--- config.mk ---
export PLATFORM = sky130hd
export DESIGN_NAME = substring_first_match_top
export DESIGN_NICKNAME = d
export VERILOG_FILES = /design/src/rtl/sfm_pkg.sv /design/src/rtl/substring_first_match_top.sv
export SDC_FILE = /design/constraint.sdc
export NUM_CORES = 1
export LEC_CHECK = 0
export ABC_AREA = 0
export BUFFER_PORTS_ARGS = -buffer_cell sky130_fd_sc_hd__buf_4
export CELL_PAD_IN_SITES_DETAIL_PLACEMENT = 1
export CELL_PAD_IN_SITES_GLOBAL_PLACEMENT = 2
export CORE_UTILIZATION = 37
export CTS_BUF_LIST = sky130_fd_sc_hd__clkbuf_4 sky130_fd_sc_hd__clkbuf_8
export DETAILED_ROUTE_END_ITERATION = 8
export GPL_TIMING_DRIVEN = 0
export HOLD_SLACK_MARGIN = 0.1
export PLACE_DENSITY_LB_ADDON = 0.2
export SETUP_SLACK_MARGIN = 0.1
export SLEW_MARGIN = 20
export SYNTH_ARGS = -nofsm -noshare
export SYNTH_HDL_FRONTEND = slang
export SYNTH_SLANG_ARGS = --single-unit
--- constraint.sdc ---
create_clock -name clk -period 26.4 [get_ports clk]
set_input_delay 1.32 -clock clk [delete_from_list [all_inputs] [get_ports clk]]
set_output_delay 1.32 -clock clk [all_outputs]
set_load 0.02 [all_outputs]
--- src/rtl/sfm_pkg.sv ---
// Package with the shared constants and codes of the substring first-match block.
`default_nettype none

package sfm_pkg;

  // Default capacity of the pattern store and of the text window, in bytes.
  localparam int MAX_LEN_DEF = 64;

  // Field widths on the stream ports.
  localparam int CMD_W  = 2;
  localparam int CHAR_W = 8;
  localparam int STAT_W = 2;
  localparam int POS_W  = 6;

  // Command codes carried with each input transfer.
  typedef enum logic [CMD_W-1:0] {
    CMD_CLEAR  = 2'd0,
    CMD_PAT    = 2'd1,
    CMD_TEXT   = 2'd2,
    CMD_FINISH = 2'd3
  } cmd_t;

  // Status codes returned by a finish command.
  typedef enum logic [STAT_W-1:0] {
    ST_FOUND    = 2'd0,
    ST_EMPTY    = 2'd1,
    ST_NOTFOUND = 2'd2
  } status_t;

endpackage

`default_nettype wire

--- src/rtl/substring_first_match_top.sv ---
// Top level of the substring first-match block: input stage, window compare and result register.
`default_nettype none

// Substring first match. Load a pattern with append-pattern commands, then stream
// text with append-text commands; each text byte is compared in parallel against
// the whole pattern over the bytes of text that end at it, and the first match is
// latched. A finish command returns one result transfer (status on out_tuser, match
// position on out_tdata) and clears the text while keeping the pattern. Clear-all
// drops pattern, text and match. Bytes beyond MAX_LEN are ignored, and pattern bytes
// that arrive after text loading has begun are ignored. The block takes one input
// transfer per cycle unless a finish waits for the result register. A finish
// passes the input register, then loads the result register. While a result
// waits on the result channel, a following finish holds the input stage and the
// input channel stalls until the waiting result is taken. The single compare
// stage, a MAX_LEN-wide bank of byte comparators between the input register and the
// state registers, sets that rate. No clearing pass is needed after reset.
module substring_first_match_top
  import sfm_pkg::*;
#(
  parameter int MAX_LEN = MAX_LEN_DEF
) (
  input  wire        clk,
  input  wire        rst_n,
  // Input channel
  input  wire        in_tvalid,
  output logic       in_tready,
  input  wire  [7:0] in_tdata,   // [7:0] character
  input  wire  [1:0] in_tuser,   // [1:0] command
  // Result channel
  output logic       out_tvalid,
  input  wire        out_tready,
  output logic [7:0] out_tdata,  // [5:0] position, [7:6] zero
  output logic [1:0] out_tuser   // [1:0] status
);

  localparam int CNT_W = $clog2(MAX_LEN + 1);

  // Input register
  logic              s1_valid_r;
  cmd_t              s1_cmd_r;
  logic [CHAR_W-1:0] s1_char_r;

  // Block state
  logic [CHAR_W-1:0] pat_r [MAX_LEN];   // pat_r[0] is the last pattern byte
  logic [CHAR_W-1:0] win_r [MAX_LEN];   // win_r[0] is the newest text byte
  logic [CHAR_W-1:0] win_nxt [MAX_LEN];
  logic [CNT_W-1:0]  pat_cnt_r;
  logic [CNT_W-1:0]  txt_cnt_r;
  logic              seen_r;
  logic [CNT_W-1:0]  idx_r;

  // Result register
  logic              out_valid_r;
  status_t           out_status_r;
  logic [POS_W-1:0]  out_pos_r;

  logic              adv;
  logic              in_acc;
  logic              win_hit;
  logic [CNT_W:0]    txt_end;
  logic              pat_room;
  logic              txt_room;
  logic              do_pat;
  logic              do_txt;
  logic              hit_new;
  status_t           status_nxt;
  logic [POS_W+CNT_W-1:0] pos_ext;

  // The stage advances unless a finish must wait for the result register.
  assign adv = s1_valid_r &&
               ((s1_cmd_r != CMD_FINISH) || !out_valid_r || out_tready);
  assign in_tready = !s1_valid_r || adv;
  assign in_acc    = in_tvalid && in_tready;

  // Input register load.
  always_ff @(posedge clk) begin
    if (!rst_n) begin
      s1_valid_r <= 1'b0;
    end else if (in_acc) begin
      s1_valid_r <= 1'b1;
    end else if (adv) begin
      s1_valid_r <= 1'b0;
    end
  end

  always_ff @(posedge clk) begin
    if (in_acc) begin
      s1_cmd_r  <= cmd_t'(in_tuser[CMD_W-1:0]);
      s1_char_r <= in_tdata[CHAR_W-1:0];
    end
  end

  // Text window after the incoming byte is shifted in.
  always_comb begin
    win_nxt[0] = s1_char_r;
    for (int j = 1; j < MAX_LEN; j++) begin
      win_nxt[j] = win_r[j-1];
    end
  end

  // Parallel compare of every pattern byte against the window ending at the new byte.
  always_comb begin
    win_hit = 1'b1;
    for (int j = 0; j < MAX_LEN; j++) begin
      if ((CNT_W'(j) < pat_cnt_r) && (win_nxt[j] != pat_r[j])) begin
        win_hit = 1'b0;
      end
    end
  end

  assign pat_room = pat_cnt_r < CNT_W'(MAX_LEN);
  assign txt_room = txt_cnt_r < CNT_W'(MAX_LEN);
  assign txt_end  = {1'b0, txt_cnt_r} + 1'b1;
  assign do_pat   = adv && (s1_cmd_r == CMD_PAT) && (txt_cnt_r == '0) && pat_room;
  assign do_txt   = adv && (s1_cmd_r == CMD_TEXT) && txt_room;
  assign hit_new  = !seen_r && (pat_cnt_r != '0) &&
                    (txt_end >= {1'b0, pat_cnt_r}) && win_hit;

  // Pattern and text shift registers.
  always_ff @(posedge clk) begin
    if (do_pat) begin
      pat_r[0] <= s1_char_r;
      for (int j = 1; j < MAX_LEN; j++) begin
        pat_r[j] <= pat_r[j-1];
      end
    end
    if (do_txt) begin
      win_r <= win_nxt;
    end
  end

  // Counters and the latched match.
  always_ff @(posedge clk) begin
    if (!rst_n) begin
      pat_cnt_r <= '0;
      txt_cnt_r <= '0;
      seen_r    <= 1'b0;
      idx_r     <= '0;
    end else if (adv) begin
      case (s1_cmd_r)
        CMD_CLEAR: begin
          pat_cnt_r <= '0;
          txt_cnt_r <= '0;
          seen_r    <= 1'b0;
          idx_r     <= '0;
        end
        CMD_PAT: begin
          if (do_pat) begin
            pat_cnt_r <= pat_cnt_r + 1'b1;
          end
        end
        CMD_TEXT: begin
          if (do_txt) begin
            txt_cnt_r <= txt_end[CNT_W-1:0];
            if (hit_new) begin
              seen_r <= 1'b1;
              idx_r  <= CNT_W'(txt_end - {1'b0, pat_cnt_r});
            end
          end
        end
        CMD_FINISH: begin
          txt_cnt_r <= '0;
          seen_r    <= 1'b0;
          idx_r     <= '0;
        end
        default: begin
          txt_cnt_r <= txt_cnt_r;
        end
      endcase
    end
  end

  // Status of a finish command.
  always_comb begin
    if (pat_cnt_r == '0) begin
      status_nxt = ST_EMPTY;
    end else if ((pat_cnt_r > txt_cnt_r) || !seen_r) begin
      status_nxt = ST_NOTFOUND;
    end else begin
      status_nxt = ST_FOUND;
    end
  end

  // The position is the low bits of the match index.
  assign pos_ext = {{POS_W{1'b0}}, idx_r};

  // Result register: holds a result until the result channel takes it.
  always_ff @(posedge clk) begin
    if (!rst_n) begin
      out_valid_r <= 1'b0;
    end else if (adv && (s1_cmd_r == CMD_FINISH)) begin
      out_valid_r <= 1'b1;
    end else if (out_tready) begin
      out_valid_r <= 1'b0;
    end
  end

  always_ff @(posedge clk) begin
    if (adv && (s1_cmd_r == CMD_FINISH)) begin
      out_status_r <= status_nxt;
      out_pos_r    <= (status_nxt == ST_FOUND) ? pos_ext[POS_W-1:0] : '0;
    end
  end

  assign out_tvalid = out_valid_r;
  assign out_tdata  = {{(8-POS_W){1'b0}}, out_pos_r};
  assign out_tuser  = out_status_r;

  // A latched match always lies inside the loaded text.
  a_seen_in_text: assert property (@(posedge clk) disable iff (!rst_n)
    seen_r |-> ((pat_cnt_r != '0) &&
                ({1'b0, idx_r} + {1'b0, pat_cnt_r} <= {1'b0, txt_cnt_r})))
    else $error("latched match lies outside the loaded text");

  // The pattern only grows while no text is loaded.
  a_pat_frozen: assert property (@(posedge clk) disable iff (!rst_n)
    (pat_cnt_r > $past(pat_cnt_r)) |-> ($past(txt_cnt_r) == '0))
    else $error("pattern grew while text was loaded");

  // The text count never passes the window size.
  a_txt_bound: assert property (@(posedge clk) disable iff (!rst_n)
    txt_cnt_r <= CNT_W'(MAX_LEN))
    else $error("text count beyond window size");

  // A result waiting on a stalled channel is never overwritten.
  a_out_hold: assert property (@(posedge clk) disable iff (!rst_n)
    (out_valid_r && !out_tready) |-> !(adv && (s1_cmd_r == CMD_FINISH)))
    else $error("pending result overwritten");

  // A finish that waits for the result register holds back the input channel.
  a_stall_back: assert property (@(posedge clk) disable iff (!rst_n)
    (s1_valid_r && !adv) |-> !in_tready)
    else $error("input taken while the stage is stalled");

endmodule

`default_nettype wire

==> metrics.txt, run 1 <==
# TYPE chip_impl_metric gauge
chip_impl_metric{name="grt_antenna_before_repair",unit=""} 3
chip_impl_info{name="worstSetupStartpoint",value="s1_cmd_r[0]"} 1
chip_impl_info{name="run_status",value="finished clean"} 1
chip_impl_metric{name="post_syn_instances",unit=""} 2073
chip_impl_metric{name="core_area",unit="µm²"} 104000
chip_impl_metric{name="wire_length_per_cell_after_detailed_routing",unit="µm"} 21.4
chip_impl_metric{name="net-switching-power",unit="µW"} 679
chip_impl_metric{name="drt-total-wl",unit="µm"} 82300
chip_impl_metric{name="syn_avg_cell_area",unit="µm²"} 18.9
chip_impl_metric{name="global_route_usage_over_all_layers",unit=""} 0.157
chip_impl_metric{name="die_w",unit="µm"} 327
chip_impl_metric{name="slew_hr",unit=""} 0.235
chip_impl_metric{name="numPortBuffers",unit=""} 22
chip_impl_metric{name="num_io_pins",unit=""} 26
chip_impl_metric{name="min_period",unit="ns"} 4.33
chip_impl_info{name="slowest_cell_on_the_critical_path",value="sky130_fd_sc_hd__nor4_1"} 1
chip_impl_info{name="crit_chain",value="inv_1 -> ha_1 -> nand2_1 -> a211oi_4 -> or4b_1 -> nor4_1 -> nand3_1 -> nor3_1 -> nand4_1 -> o31ai_4 -> mux2i_1"} 1
chip_impl_metric{name="hpwl",unit="µm"} 57600
chip_impl_metric{name="cts_hold_buf",unit=""} 0
chip_impl_metric{name="power_report.internal_total",unit="µW"} 2600
chip_impl_info{name="rsz_0062_raised_after_global_routing",value="no"} 1
chip_impl_metric{name="yosys_register_bits",unit=""} 1057
chip_impl_metric{name="irDropWorstVdd",unit="mV"} 0.0413
chip_impl_metric{name="worstPathRequired",unit="ns"} 27.14
chip_impl_metric{name="cts_repair_resize_count",unit=""} 0
chip_impl_metric{name="floorplan.rows",unit=""} 118
chip_impl_metric{name="synth_cell_types",unit=""} 60
chip_impl_metric{name="max_freq",unit="MHz"} 231
chip_impl_info{name="timing.critical_path.to_type",value="register"} 1
chip_impl_metric{name="clkLatencyLatePin",unit="ns"} 0.82
chip_impl_metric{name="numPlacedInstances",unit=""} 3546
chip_impl_metric{name="power_per_cell_area",unit="nW/µm²"} 72.1
chip_impl_metric{name="drt_first_pass_iters",unit=""} 5
chip_impl_metric{name="clk_path_buf_depth",unit=""} 3
chip_impl_metric{name="share_clk_of_total_power",unit=""} 0.412
chip_impl_info{name="start_kind",value="register"} 1
chip_impl_info{name="timing.critical_path.max_delay_family",value="simple AND/OR/NAND/NOR gates"} 1
chip_impl_metric{name="drc",unit=""} 0
chip_impl_info{name="timing.rr.start",value="s1_cmd_r[0]"} 1
chip_impl_metric{name="globalplace.congestion",unit=""} 0.812
chip_impl_metric{name="leakagePower",unit="µW"} 0.0144
chip_impl_metric{name="via_count_of_the_first_global_routing_pass",unit=""} 20200
chip_impl_metric{name="max_cap_viol_count",unit=""} 0
chip_impl_metric{name="detailroute.via_count",unit=""} 18500
chip_impl_metric{name="netSwitchingFraction",unit=""} 0.207
chip_impl_metric{name="finish.net_count",unit=""} 2378
chip_impl_metric{name="stage_delay_of_the_slowest_cell_on_the_critical_path",unit="ns"} 0.83
chip_impl_metric{name="pwr-share-comb",unit=""} 0.018
chip_impl_metric{name="synth.mux.area_fraction",unit=""} 0.00204
chip_impl_metric{name="proportion_of_synthesized_chip_area_in_sequential_cells",unit=""} 0.805
chip_impl_metric{name="post-cts-setup-buffers",unit=""} 0
chip_impl_info{name="clock-root-buffer",value="sky130_fd_sc_hd__clkbuf_8"} 1
chip_impl_info{name="holdCritStartpoint",value="win_nxt[322]"} 1
chip_impl_metric{name="clkSlewWorstSetupHoldPaths",unit="ns"} 0.06
chip_impl_metric{name="maxSlewViolCount",unit=""} 0
chip_impl_info{name="cts_tree",value="done"} 1
chip_impl_metric{name="drt-initial-drc-count",unit=""} 1156
chip_impl_metric{name="dp_worst_setup_slack",unit="ns"} 21.42
chip_impl_metric{name="postLayoutCoreUtil",unit=""} 0.436
chip_impl_metric{name="clock_skew",unit="ns"} 0.0352
chip_impl_metric{name="synth_adder_area_share",unit=""} 0.00754
chip_impl_metric{name="finalSetupViolations",unit=""} 0
chip_impl_metric{name="synth-warning-count",unit=""} 0
chip_impl_metric{name="final.period_utilization",unit=""} 0.164
chip_impl_metric{name="post_synthesis_compound_gate_area_fraction",unit=""} 0.0230
chip_impl_metric{name="floorplan.die_area",unit="µm²"} 107000
chip_impl_metric{name="cp_num_buf_inv",unit=""} 1
chip_impl_metric{name="layout_stage_area_growth_over_the_synthesis_result",unit="%"} 16.2
chip_impl_metric{name="numClockSinks",unit=""} 1057
chip_impl_metric{name="hold_viol_final",unit=""} 0
chip_impl_metric{name="worst_slack_setup_final",unit="ns"} 22.07
chip_impl_metric{name="finalNonFillerCells",unit=""} 3846
chip_impl_metric{name="grt_overflow_total",unit=""} 0
chip_impl_metric{name="route.antenna.remaining_nets",unit=""} 0
chip_impl_info{name="synth_top_family_by_area",value="XOR/XNOR gates"} 1
chip_impl_metric{name="layout-drive-gt1-share",unit=""} 0.152
chip_impl_metric{name="power.share.sequential",unit=""} 0.570
chip_impl_metric{name="synth_async_sr_flop_share",unit=""} 0
chip_impl_metric{name="cts_inserted_buffers",unit=""} 173
chip_impl_metric{name="number_of_flops_mapped_to_enable_cells_by_yosys",unit=""} 1034
chip_impl_metric{name="syn_area",unit="µm²"} 39200
chip_impl_metric{name="routed_via_density",unit=""} 4.80
chip_impl_info{name="synth-main-ff-cell",value="sky130_fd_sc_hd__edfxtp_1"} 1
chip_impl_metric{name="global_route_wire_length_before_repair",unit="µm"} 125000
chip_impl_metric{name="pin_count_of_the_biggest_net_entering_global_routing",unit=""} 27
chip_impl_metric{name="yosys.area_share.xor_xnor",unit=""} 0.117
chip_impl_metric{name="worst-slew-pin-transition",unit="ns"} 1.14
chip_impl_metric{name="die_height",unit="µm"} 327
chip_impl_info{name="criticalPathCategory",value="register to register"} 1
chip_impl_metric{name="initial_utilization",unit=""} 0.376
chip_impl_metric{name="crit_arrival",unit="ns"} 5.07
chip_impl_metric{name="worst-path-max-fanout",unit=""} 12
chip_impl_metric{name="synth_simple_gate_area_frac",unit=""} 0.0412
chip_impl_metric{name="ctsHtreeMaxLevel",unit=""} 4
chip_impl_info{name="holdCritPathClass",value="register to register"} 1
==> layout by cell type, fill, tap and decap left out, types with 8 or more instances in the layout <==
master / n
sky130_fd_sc_hd__buf_16: 9
sky130_fd_sc_hd__nor2b_1: 8
sky130_fd_sc_hd__buf_8: 16
sky130_fd_sc_hd__nor3_1: 8
sky130_fd_sc_hd__nand2_1: 44
sky130_fd_sc_hd__nand4_1: 27
sky130_fd_sc_hd__clkbuf_4: 62
sky130_fd_sc_hd__nor4_2: 9
sky130_fd_sc_hd__buf_6: 29
sky130_fd_sc_hd__inv_1: 18
sky130_fd_sc_hd__dfxtp_1: 23
sky130_fd_sc_hd__xor2_1: 458
sky130_fd_sc_hd__ha_1: 22
sky130_fd_sc_hd__clkbuf_8: 176
sky130_fd_sc_hd__and2_1: 13
sky130_fd_sc_hd__a22oi_1: 15
sky130_fd_sc_hd__clkbuf_1: 15
sky130_fd_sc_hd__o21ai_0: 24
sky130_fd_sc_hd__clkinv_1: 42
sky130_fd_sc_hd__nor4_1: 113
sky130_fd_sc_hd__buf_4: 27
sky130_fd_sc_hd__edfxtp_1: 1034
sky130_fd_sc_hd__nor2_1: 24
sky130_fd_sc_hd__xnor2_1: 65
sky130_fd_sc_hd__buf_12: 15
sky130_fd_sc_hd__a21oi_1: 42
sky130_fd_sc_hd__mux2i_1: 8
sky130_fd_sc_hd__nand3_1: 11
==> per-layer routing <==
layer | vias up | GRT usage | part of all wire
met5 | - | 0 | 0
met3 | 137 | 0.0345 | 0.042
li1 | 8481 | - | -
met1 | 9512 | 0.201 | 0.44
met2 | 343 | 0.262 | 0.50
met4 | 0 | 0.0519 | 0.021
==> synth_stat cells, types with 3 or more instances <==
cell type / count / share of area
sky130_fd_sc_hd__nor2b_1: 8 / 0.0013
sky130_fd_sc_hd__o31ai_1: 3 / 0.00058
sky130_fd_sc_hd__a2111oi_0: 4 / 0.00089
sky130_fd_sc_hd__dfxtp_1: 23 / 0.012
sky130_fd_sc_hd__nor4_1: 122 / 0.019
sky130_fd_sc_hd__nand2_1: 44 / 0.0042
sky130_fd_sc_hd__a31oi_1: 5 / 0.00080
sky130_fd_sc_hd__xor2_1: 458 / 0.10
sky130_fd_sc_hd__xnor2_1: 65 / 0.015
sky130_fd_sc_hd__a21o_1: 6 / 0.0012
sky130_fd_sc_hd__a21boi_0: 4 / 0.00077
sky130_fd_sc_hd__o21a_1: 3 / 0.00058
sky130_fd_sc_hd__nand3b_1: 3 / 0.00058
sky130_fd_sc_hd__ha_1: 22 / 0.0070
sky130_fd_sc_hd__inv_1: 18 / 0.0017
sky130_fd_sc_hd__a211oi_1: 4 / 0.00077
sky130_fd_sc_hd__and2_1: 13 / 0.0021
sky130_fd_sc_hd__nor3b_1: 3 / 0.00058
sky130_fd_sc_hd__clkbuf_1: 15 / 0.0014
sky130_fd_sc_hd__nand3_1: 11 / 0.0014
sky130_fd_sc_hd__nor2_1: 25 / 0.0024
sky130_fd_sc_hd__mux2i_1: 8 / 0.0020
sky130_fd_sc_hd__a22oi_1: 15 / 0.0029
sky130_fd_sc_hd__nand4_1: 27 / 0.0043
sky130_fd_sc_hd__a32oi_1: 4 / 0.00089
sky130_fd_sc_hd__buf_4: 3 / 0.00058
sky130_fd_sc_hd__a21oi_1: 42 / 0.0054
sky130_fd_sc_hd__edfxtp_1: 1034 / 0.79
sky130_fd_sc_hd__o21ai_0: 24 / 0.0031
sky130_fd_sc_hd__and3_1: 3 / 0.00048
sky130_fd_sc_hd__buf_1: 3 / 0.00029
sky130_fd_sc_hd__or3_1: 4 / 0.00064
sky130_fd_sc_hd__nor3_1: 8 / 0.0010
sky130_fd_sc_hd__nand2b_1: 6 / 0.00096
==> final cells by class <==
| class | instances | area, µm² |
|---|---|---|
| fill | 10000 | 58700 |
| sequential | 1057 | 31500 |
| multi-input combinational | 975 | 7550 |
| clock buffer | 238 | 2890 |
| tap | 1380 | 1730 |
| timing repair buffer | 92 | 1280 |
| clock inverter | 61 | 354 |
| buffer | 24 | 111 |
| inverter | 18 | 67.6 |
| antenna | 1 | 2.50 |
==> sequential cells by signal (all words and copies together) (netlist names) <==
name        cells
pat_cnt_r       7
pat_r         512
s1_cmd_r        2
out_tvalid      1
win_nxt       504
out_tuser       2
out_pos_r       6
idx_r           6
txt_cnt_r       7
s1_valid_r      1
s1_char_r       8
seen_r          1
==> per-stage QoR <==
step | total power [µW] | hold WS (ns) | TNS [ns] | cell area [µm²]
after CTS | 3340 | 0.441 | 0 | 45500
after global placement | 2000 | 0.448 | -9868.72 | 41100
after global routing | 3400 | 0.442 | 0 | 45500
final | 3280 | 0.451 | 0 | 45500
after floorplan | 1960 | 0.430 | 0 | 39200
after detailed placement | 1960 | 0.455 | 0 | 42200
==> power by group through the flow <==
stage          sequential (µW)  combinational [µW]  clock [µW]
5_1_grt                   1870                63.5        1470
2_1_floorplan             1930                30.8           0
6_report                  1870                57.8        1350
4_1_cts                   1870                59.8        1410
3_5_place_dp              1900                59.7           0
3_3_place_gp              1950                48.3           0
==> path summary, 6_finish.rpt <==
kind                                     end  slack, ns  cells past startpoint
worst max-delay path                idx_r[5]      22.07                     11
worst min-delay path            win_nxt[314]       0.45                      0
worst max register to register      idx_r[5]      22.07                     11
worst min register to register  win_nxt[314]       0.45                      0
==> worst register-to-register path, cell delays in order, from the launching register on <==
cell,delay (ns)
sky130_fd_sc_hd__edfxtp_1,0.42
sky130_fd_sc_hd__inv_1,0.11
sky130_fd_sc_hd__ha_1,0.30
sky130_fd_sc_hd__nand2_1,0.13
sky130_fd_sc_hd__a211oi_4,0.68
sky130_fd_sc_hd__or4b_1,0.55
sky130_fd_sc_hd__nor4_1,0.83
sky130_fd_sc_hd__nand3_1,0.16
sky130_fd_sc_hd__nor3_1,0.23
sky130_fd_sc_hd__nand4_1,0.35
sky130_fd_sc_hd__o31ai_4,0.28
sky130_fd_sc_hd__mux2i_1,0.26
==> kinds of logic after synthesis <==
kind of cell    after synthesis
buf+inv                      42
compound gates              135
other cells                   1
mux                           8
simple gates                284
fa+ha+maj                    23
flops                      1057
xor+xnor                    523
Note: power is estimated with default switching activity, not from simulation.
==> inputs of run 2 (changes only) <==
ABC_AREA = 1   (was 0)
clock period = 3.75 ns   (was 26.4 ns; I/O delays follow)
==> metrics.txt, run 2 <==
# TYPE chip_impl_metric gauge
chip_impl_info{name="timing.rr.start",value="s1_cmd_r[1]"} 1
chip_impl_metric{name="synth_simple_gate_area_frac",unit=""} 0.0818
chip_impl_metric{name="layout-drive-gt1-share",unit=""} 0.138
chip_impl_metric{name="die_height",unit="µm"} 332
chip_impl_metric{name="drt-initial-drc-count",unit=""} 1105
chip_impl_metric{name="cts_inserted_buffers",unit=""} 180
chip_impl_info{name="worst_r2r_endpoint",value="pat_r[1][5]"} 1
chip_impl_info{name="yosys.cell_count.top_type",value="sky130_fd_sc_hd__edfxtp_1"} 1
chip_impl_metric{name="layout_stage_area_growth_over_the_synthesis_result",unit="%"} 16.6
chip_impl_metric{name="stage_delay_of_the_slowest_cell_on_the_critical_path",unit="ns"} 0.61
chip_impl_metric{name="crit_arrival",unit="ns"} 3.86
chip_impl_metric{name="proportion_of_netlist_area_held_by_the_largest_area_contributor",unit=""} 0.770
chip_impl_metric{name="die_w",unit="µm"} 332
chip_impl_metric{name="num_io_pins",unit=""} 26
chip_impl_metric{name="global_route_wire_length_before_repair",unit="µm"} 126000
chip_impl_metric{name="grt_overflow_total",unit=""} 0
chip_impl_metric{name="synth-warning-count",unit=""} 0
chip_impl_metric{name="hold_viol_final",unit=""} 0
chip_impl_metric{name="yosys_register_bits",unit=""} 1057
chip_impl_info{name="final_common_cell",value="sky130_fd_sc_hd__edfxtp_1"} 1
chip_impl_metric{name="multi_input_comb_area",unit="µm²"} 8170
chip_impl_info{name="synth_top_family_by_area",value="XOR/XNOR gates"} 1
chip_impl_metric{name="synth_cell_types",unit=""} 40
chip_impl_metric{name="ff2ff_path_depth",unit=""} 12
chip_impl_metric{name="largest_register_ff_count",unit=""} 512
chip_impl_metric{name="drt_first_pass_iters",unit=""} 4
chip_impl_metric{name="finalNonFillerCells",unit=""} 4457
chip_impl_info{name="rsz_0062_raised_after_global_routing",value="no"} 1
chip_impl_info{name="leading_cell_types_in_the_layout_fill_and_taps_excluded",value="sky130_fd_sc_hd__edfxtp_1 (1034), sky130_fd_sc_hd__nand2_1 (549), sky130_fd_sc_hd__xnor2_1 (432)"} 1
chip_impl_metric{name="numPortBuffers",unit=""} 23
chip_impl_metric{name="clk_path_buf_depth",unit=""} 3
chip_impl_metric{name="leakagePower",unit="µW"} 0.0156
chip_impl_metric{name="post-cts-setup-buffers",unit=""} 0
chip_impl_metric{name="numClockSinks",unit=""} 1057
chip_impl_metric{name="finalSetupViolations",unit=""} 0
chip_impl_metric{name="power_per_cell_area",unit="nW/µm²"} 504
chip_impl_metric{name="globalplace.congestion",unit=""} 0.757
chip_impl_info{name="criticalPathCategory",value="register to register"} 1
chip_impl_metric{name="core_area",unit="µm²"} 108000
chip_impl_metric{name="pin_count_of_the_biggest_net_entering_global_routing",unit=""} 33
chip_impl_metric{name="postLayoutCoreUtil",unit=""} 0.437
chip_impl_metric{name="number_of_flops_mapped_to_enable_cells_by_yosys",unit=""} 1034
chip_impl_metric{name="post_syn_instances",unit=""} 2622
chip_impl_metric{name="max_freq",unit="MHz"} 301
chip_impl_metric{name="slew_hr",unit=""} 0.442
chip_impl_metric{name="detailroute.via_count",unit=""} 20200
chip_impl_metric{name="clkLatencyLatePin",unit="ns"} 0.84
chip_impl_metric{name="post_layout_total_power",unit="µW"} 23700
chip_impl_metric{name="synth_adder_area_share",unit=""} 0.00732
chip_impl_metric{name="grt_antenna_before_repair",unit=""} 2
chip_impl_metric{name="worst-slew-pin-transition",unit="ns"} 0.838
chip_impl_info{name="synthTopCellsByArea",value="sky130_fd_sc_hd__edfxtp_1 (77%), sky130_fd_sc_hd__xnor2_1 (9.4%), sky130_fd_sc_hd__nand2_1 (5.1%)"} 1
chip_impl_info{name="hold-path-endpoint",value="pat_cnt_r[6]"} 1
chip_impl_metric{name="worst-r2r-setup-slack",unit="ns"} 0.43
chip_impl_metric{name="synth_async_sr_flop_share",unit=""} 0
chip_impl_info{name="crit_chain",value="inv_1 -> ha_2 -> nand4_1 -> nor3_4 -> buf_8 -> buf_16 -> buf_8 -> buf_16 -> buf_8 -> buf_8 -> buf_8 -> buf_8"} 1
chip_impl_metric{name="routed_via_density",unit=""} 4.54
chip_impl_info{name="synth.top_cells.by_count",value="sky130_fd_sc_hd__edfxtp_1 (1034), sky130_fd_sc_hd__nand2_1 (549), sky130_fd_sc_hd__xnor2_1 (432)"} 1
chip_impl_info{name="holdCritPathClass",value="primary input to register"} 1
chip_impl_metric{name="min_period",unit="ns"} 3.32
chip_impl_metric{name="yosys.area_share.xor_xnor",unit=""} 0.0993
chip_impl_metric{name="clkSlewWorstSetupHoldPaths",unit="ns"} 0.05
chip_impl_info{name="timing.critical_path.to_type",value="register"} 1
chip_impl_metric{name="sequential_cell_area",unit="µm²"} 31500
chip_impl_metric{name="final.period_utilization",unit=""} 0.886
chip_impl_metric{name="initial_utilization",unit=""} 0.375
chip_impl_metric{name="clock_skew",unit="ns"} 0.0379
chip_impl_metric{name="synth.mux.area_fraction",unit=""} 0
chip_impl_info{name="synth_top_cell_by_area",value="sky130_fd_sc_hd__edfxtp_1"} 1
chip_impl_metric{name="drc",unit=""} 0
chip_impl_info{name="start_kind",value="register"} 1
chip_impl_metric{name="numPlacedInstances",unit=""} 4108
chip_impl_metric{name="worstPathRequired",unit="ns"} 4.28
chip_impl_metric{name="maxSlewViolCount",unit=""} 0
chip_impl_metric{name="syn_avg_cell_area",unit="µm²"} 15.4
chip_impl_metric{name="cp_num_buf_inv",unit=""} 9
chip_impl_metric{name="post_synthesis_compound_gate_area_fraction",unit=""} 0.0132
chip_impl_metric{name="worst-path-max-fanout",unit=""} 14
chip_impl_info{name="synth-main-ff-cell",value="sky130_fd_sc_hd__edfxtp_1"} 1
chip_impl_metric{name="drt-total-wl",unit="µm"} 79000
chip_impl_info{name="timing.critical_path.max_delay_family",value="buffers and inverters"} 1
chip_impl_metric{name="wire_length_per_cell_after_detailed_routing",unit="µm"} 17.7
chip_impl_info{name="cell_mode_on_critical_path",value="sky130_fd_sc_hd__buf_8"} 1
chip_impl_metric{name="via_count_of_the_first_global_routing_pass",unit=""} 22200
chip_impl_metric{name="proportion_of_synthesized_chip_area_in_sequential_cells",unit=""} 0.782
chip_impl_metric{name="irDropWorstVdd",unit="mV"} 0.295
chip_impl_info{name="largest-register",value="pat_r"} 1
chip_impl_metric{name="finish.net_count",unit=""} 2952
chip_impl_metric{name="max_cap_viol_count",unit=""} 0
chip_impl_info{name="run_status",value="finished clean"} 1
chip_impl_metric{name="syn_area",unit="µm²"} 40300
chip_impl_info{name="holdCritStartpoint",value="rst_n"} 1
chip_impl_info{name="slowest_cell_on_the_critical_path",value="sky130_fd_sc_hd__nor3_4"} 1
chip_impl_metric{name="floorplan.die_area",unit="µm²"} 110000
chip_impl_metric{name="holdPathStages",unit=""} 4
chip_impl_metric{name="floorplan.rows",unit=""} 120
chip_impl_metric{name="fill_cells",unit=""} 10700
chip_impl_info{name="clock-root-buffer",value="sky130_fd_sc_hd__clkbuf_8"} 1
chip_impl_metric{name="global_route_usage_over_all_layers",unit=""} 0.147
chip_impl_metric{name="ctsHtreeMaxLevel",unit=""} 4
chip_impl_metric{name="tns",unit="ns"} 0
chip_impl_metric{name="route.antenna.remaining_nets",unit=""} 0
chip_impl_metric{name="hpwl",unit="µm"} 53200
chip_impl_info{name="cts_tree",value="done"} 1
run 2: cell count changes after synthesis, sizes merged, moves of 19 or more:
cell,before,now
nor4,123,2
nand2,44,557
inv,18,160
xor2,458,25
or2,2,21
nor2,25,178
xnor2,65,432
run 2: cells by family (layout without fill, tap and decap cells):
family / Yosys count / count (layout)
other: 1 / 4
buffers and inverters: 171 / 600
and+or+nand+nor: 815 / 815
adders and majority gates: 23 / 23
AOI/OAI and AO/OA: 98 / 98
DFF: 1057 / 1057
xor gates and xnor gates: 457 / 457
run 2: layout make-up:
| type | count | share of cell area |
|---|---|---|
| Buffer | 9 | 0.00146 |
| Sequential cell | 1057 | 0.670 |
| Multi-Input combinational cell | 1395 | 0.174 |
| Inverter | 162 | 0.0130 |
| Tap cell | 1403 | 0.0373 |
| Antenna cell | 2 | 0.000106 |
| Clock buffer | 246 | 0.0636 |
| Clock inverter | 73 | 0.00968 |
| Timing Repair Buffer | 110 | 0.0309 |
run 2: power by group:
part / internal, µW / switching (µW) / leakage, µW
Sequential: 13100 / 119 / 0.00920
Combinational: 221 / 308 / 0.00462
Clock: 5430 / 4570 / 0.00181
Total: 18700 / 4990 / 0.0156
run 2: metrics by stage:
step | hold slack (ns) | area (µm²) | setup WS, ns
final | 0.296 | 47000 | 0.428
after CTS | 0.195 | 47000 | 0.145
after detailed placement | 0.367 | 43300 | 0.202
after global placement | 0.367 | 42300 | -18.31
after floorplan | 0.285 | 40400 | -10.28
after global routing | 0.249 | 47000 | 0.228
run 2: metal layers:
metal | vias up | share of wire | GRT usage
met2 | 302 | 0.48 | 0.239
met3 | 141 | 0.036 | 0.0323
li1 | 9706 | - | -
met5 | - | 0 | 0
met4 | 0 | 0.022 | 0.0512
met1 | 10100 | 0.46 | 0.193
run 2: worst register-to-register path: stages (launching register included):
cell	delay, ns
sky130_fd_sc_hd__edfxtp_1	0.42
sky130_fd_sc_hd__inv_1	0.11
sky130_fd_sc_hd__ha_2	0.25
sky130_fd_sc_hd__nand4_1	0.15
sky130_fd_sc_hd__nor3_4	0.61
sky130_fd_sc_hd__buf_8	0.26
sky130_fd_sc_hd__buf_16	0.17
sky130_fd_sc_hd__buf_8	0.16
sky130_fd_sc_hd__buf_16	0.16
sky130_fd_sc_hd__buf_8	0.18
sky130_fd_sc_hd__buf_8	0.17
sky130_fd_sc_hd__buf_8	0.18
sky130_fd_sc_hd__buf_8	0.19
run 2: worst max-delay path by stage:
stage	from	endpoint	slack, ns	depth (start not counted)
floorplan	s1_cmd_r[1]	pat_cnt_r[6]	-10.28	10
global placement	s1_cmd_r[1]	pat_cnt_r[6]	-18.31	10
detailed placement	pat_cnt_r[1]	idx_r[4]	0.20	13
CTS	pat_cnt_r[1]	idx_r[4]	0.14	13
global route	s1_cmd_r[1]	pat_r[0][252]	0.23	12
finish	s1_cmd_r[1]	pat_r[1][5]	0.43	12
run 2: timing repair:
action | CTS | global route
endpoints found under the hold margin | 51 | 0
resized for setup | 0 | 0
hold buffers | 28 | 0
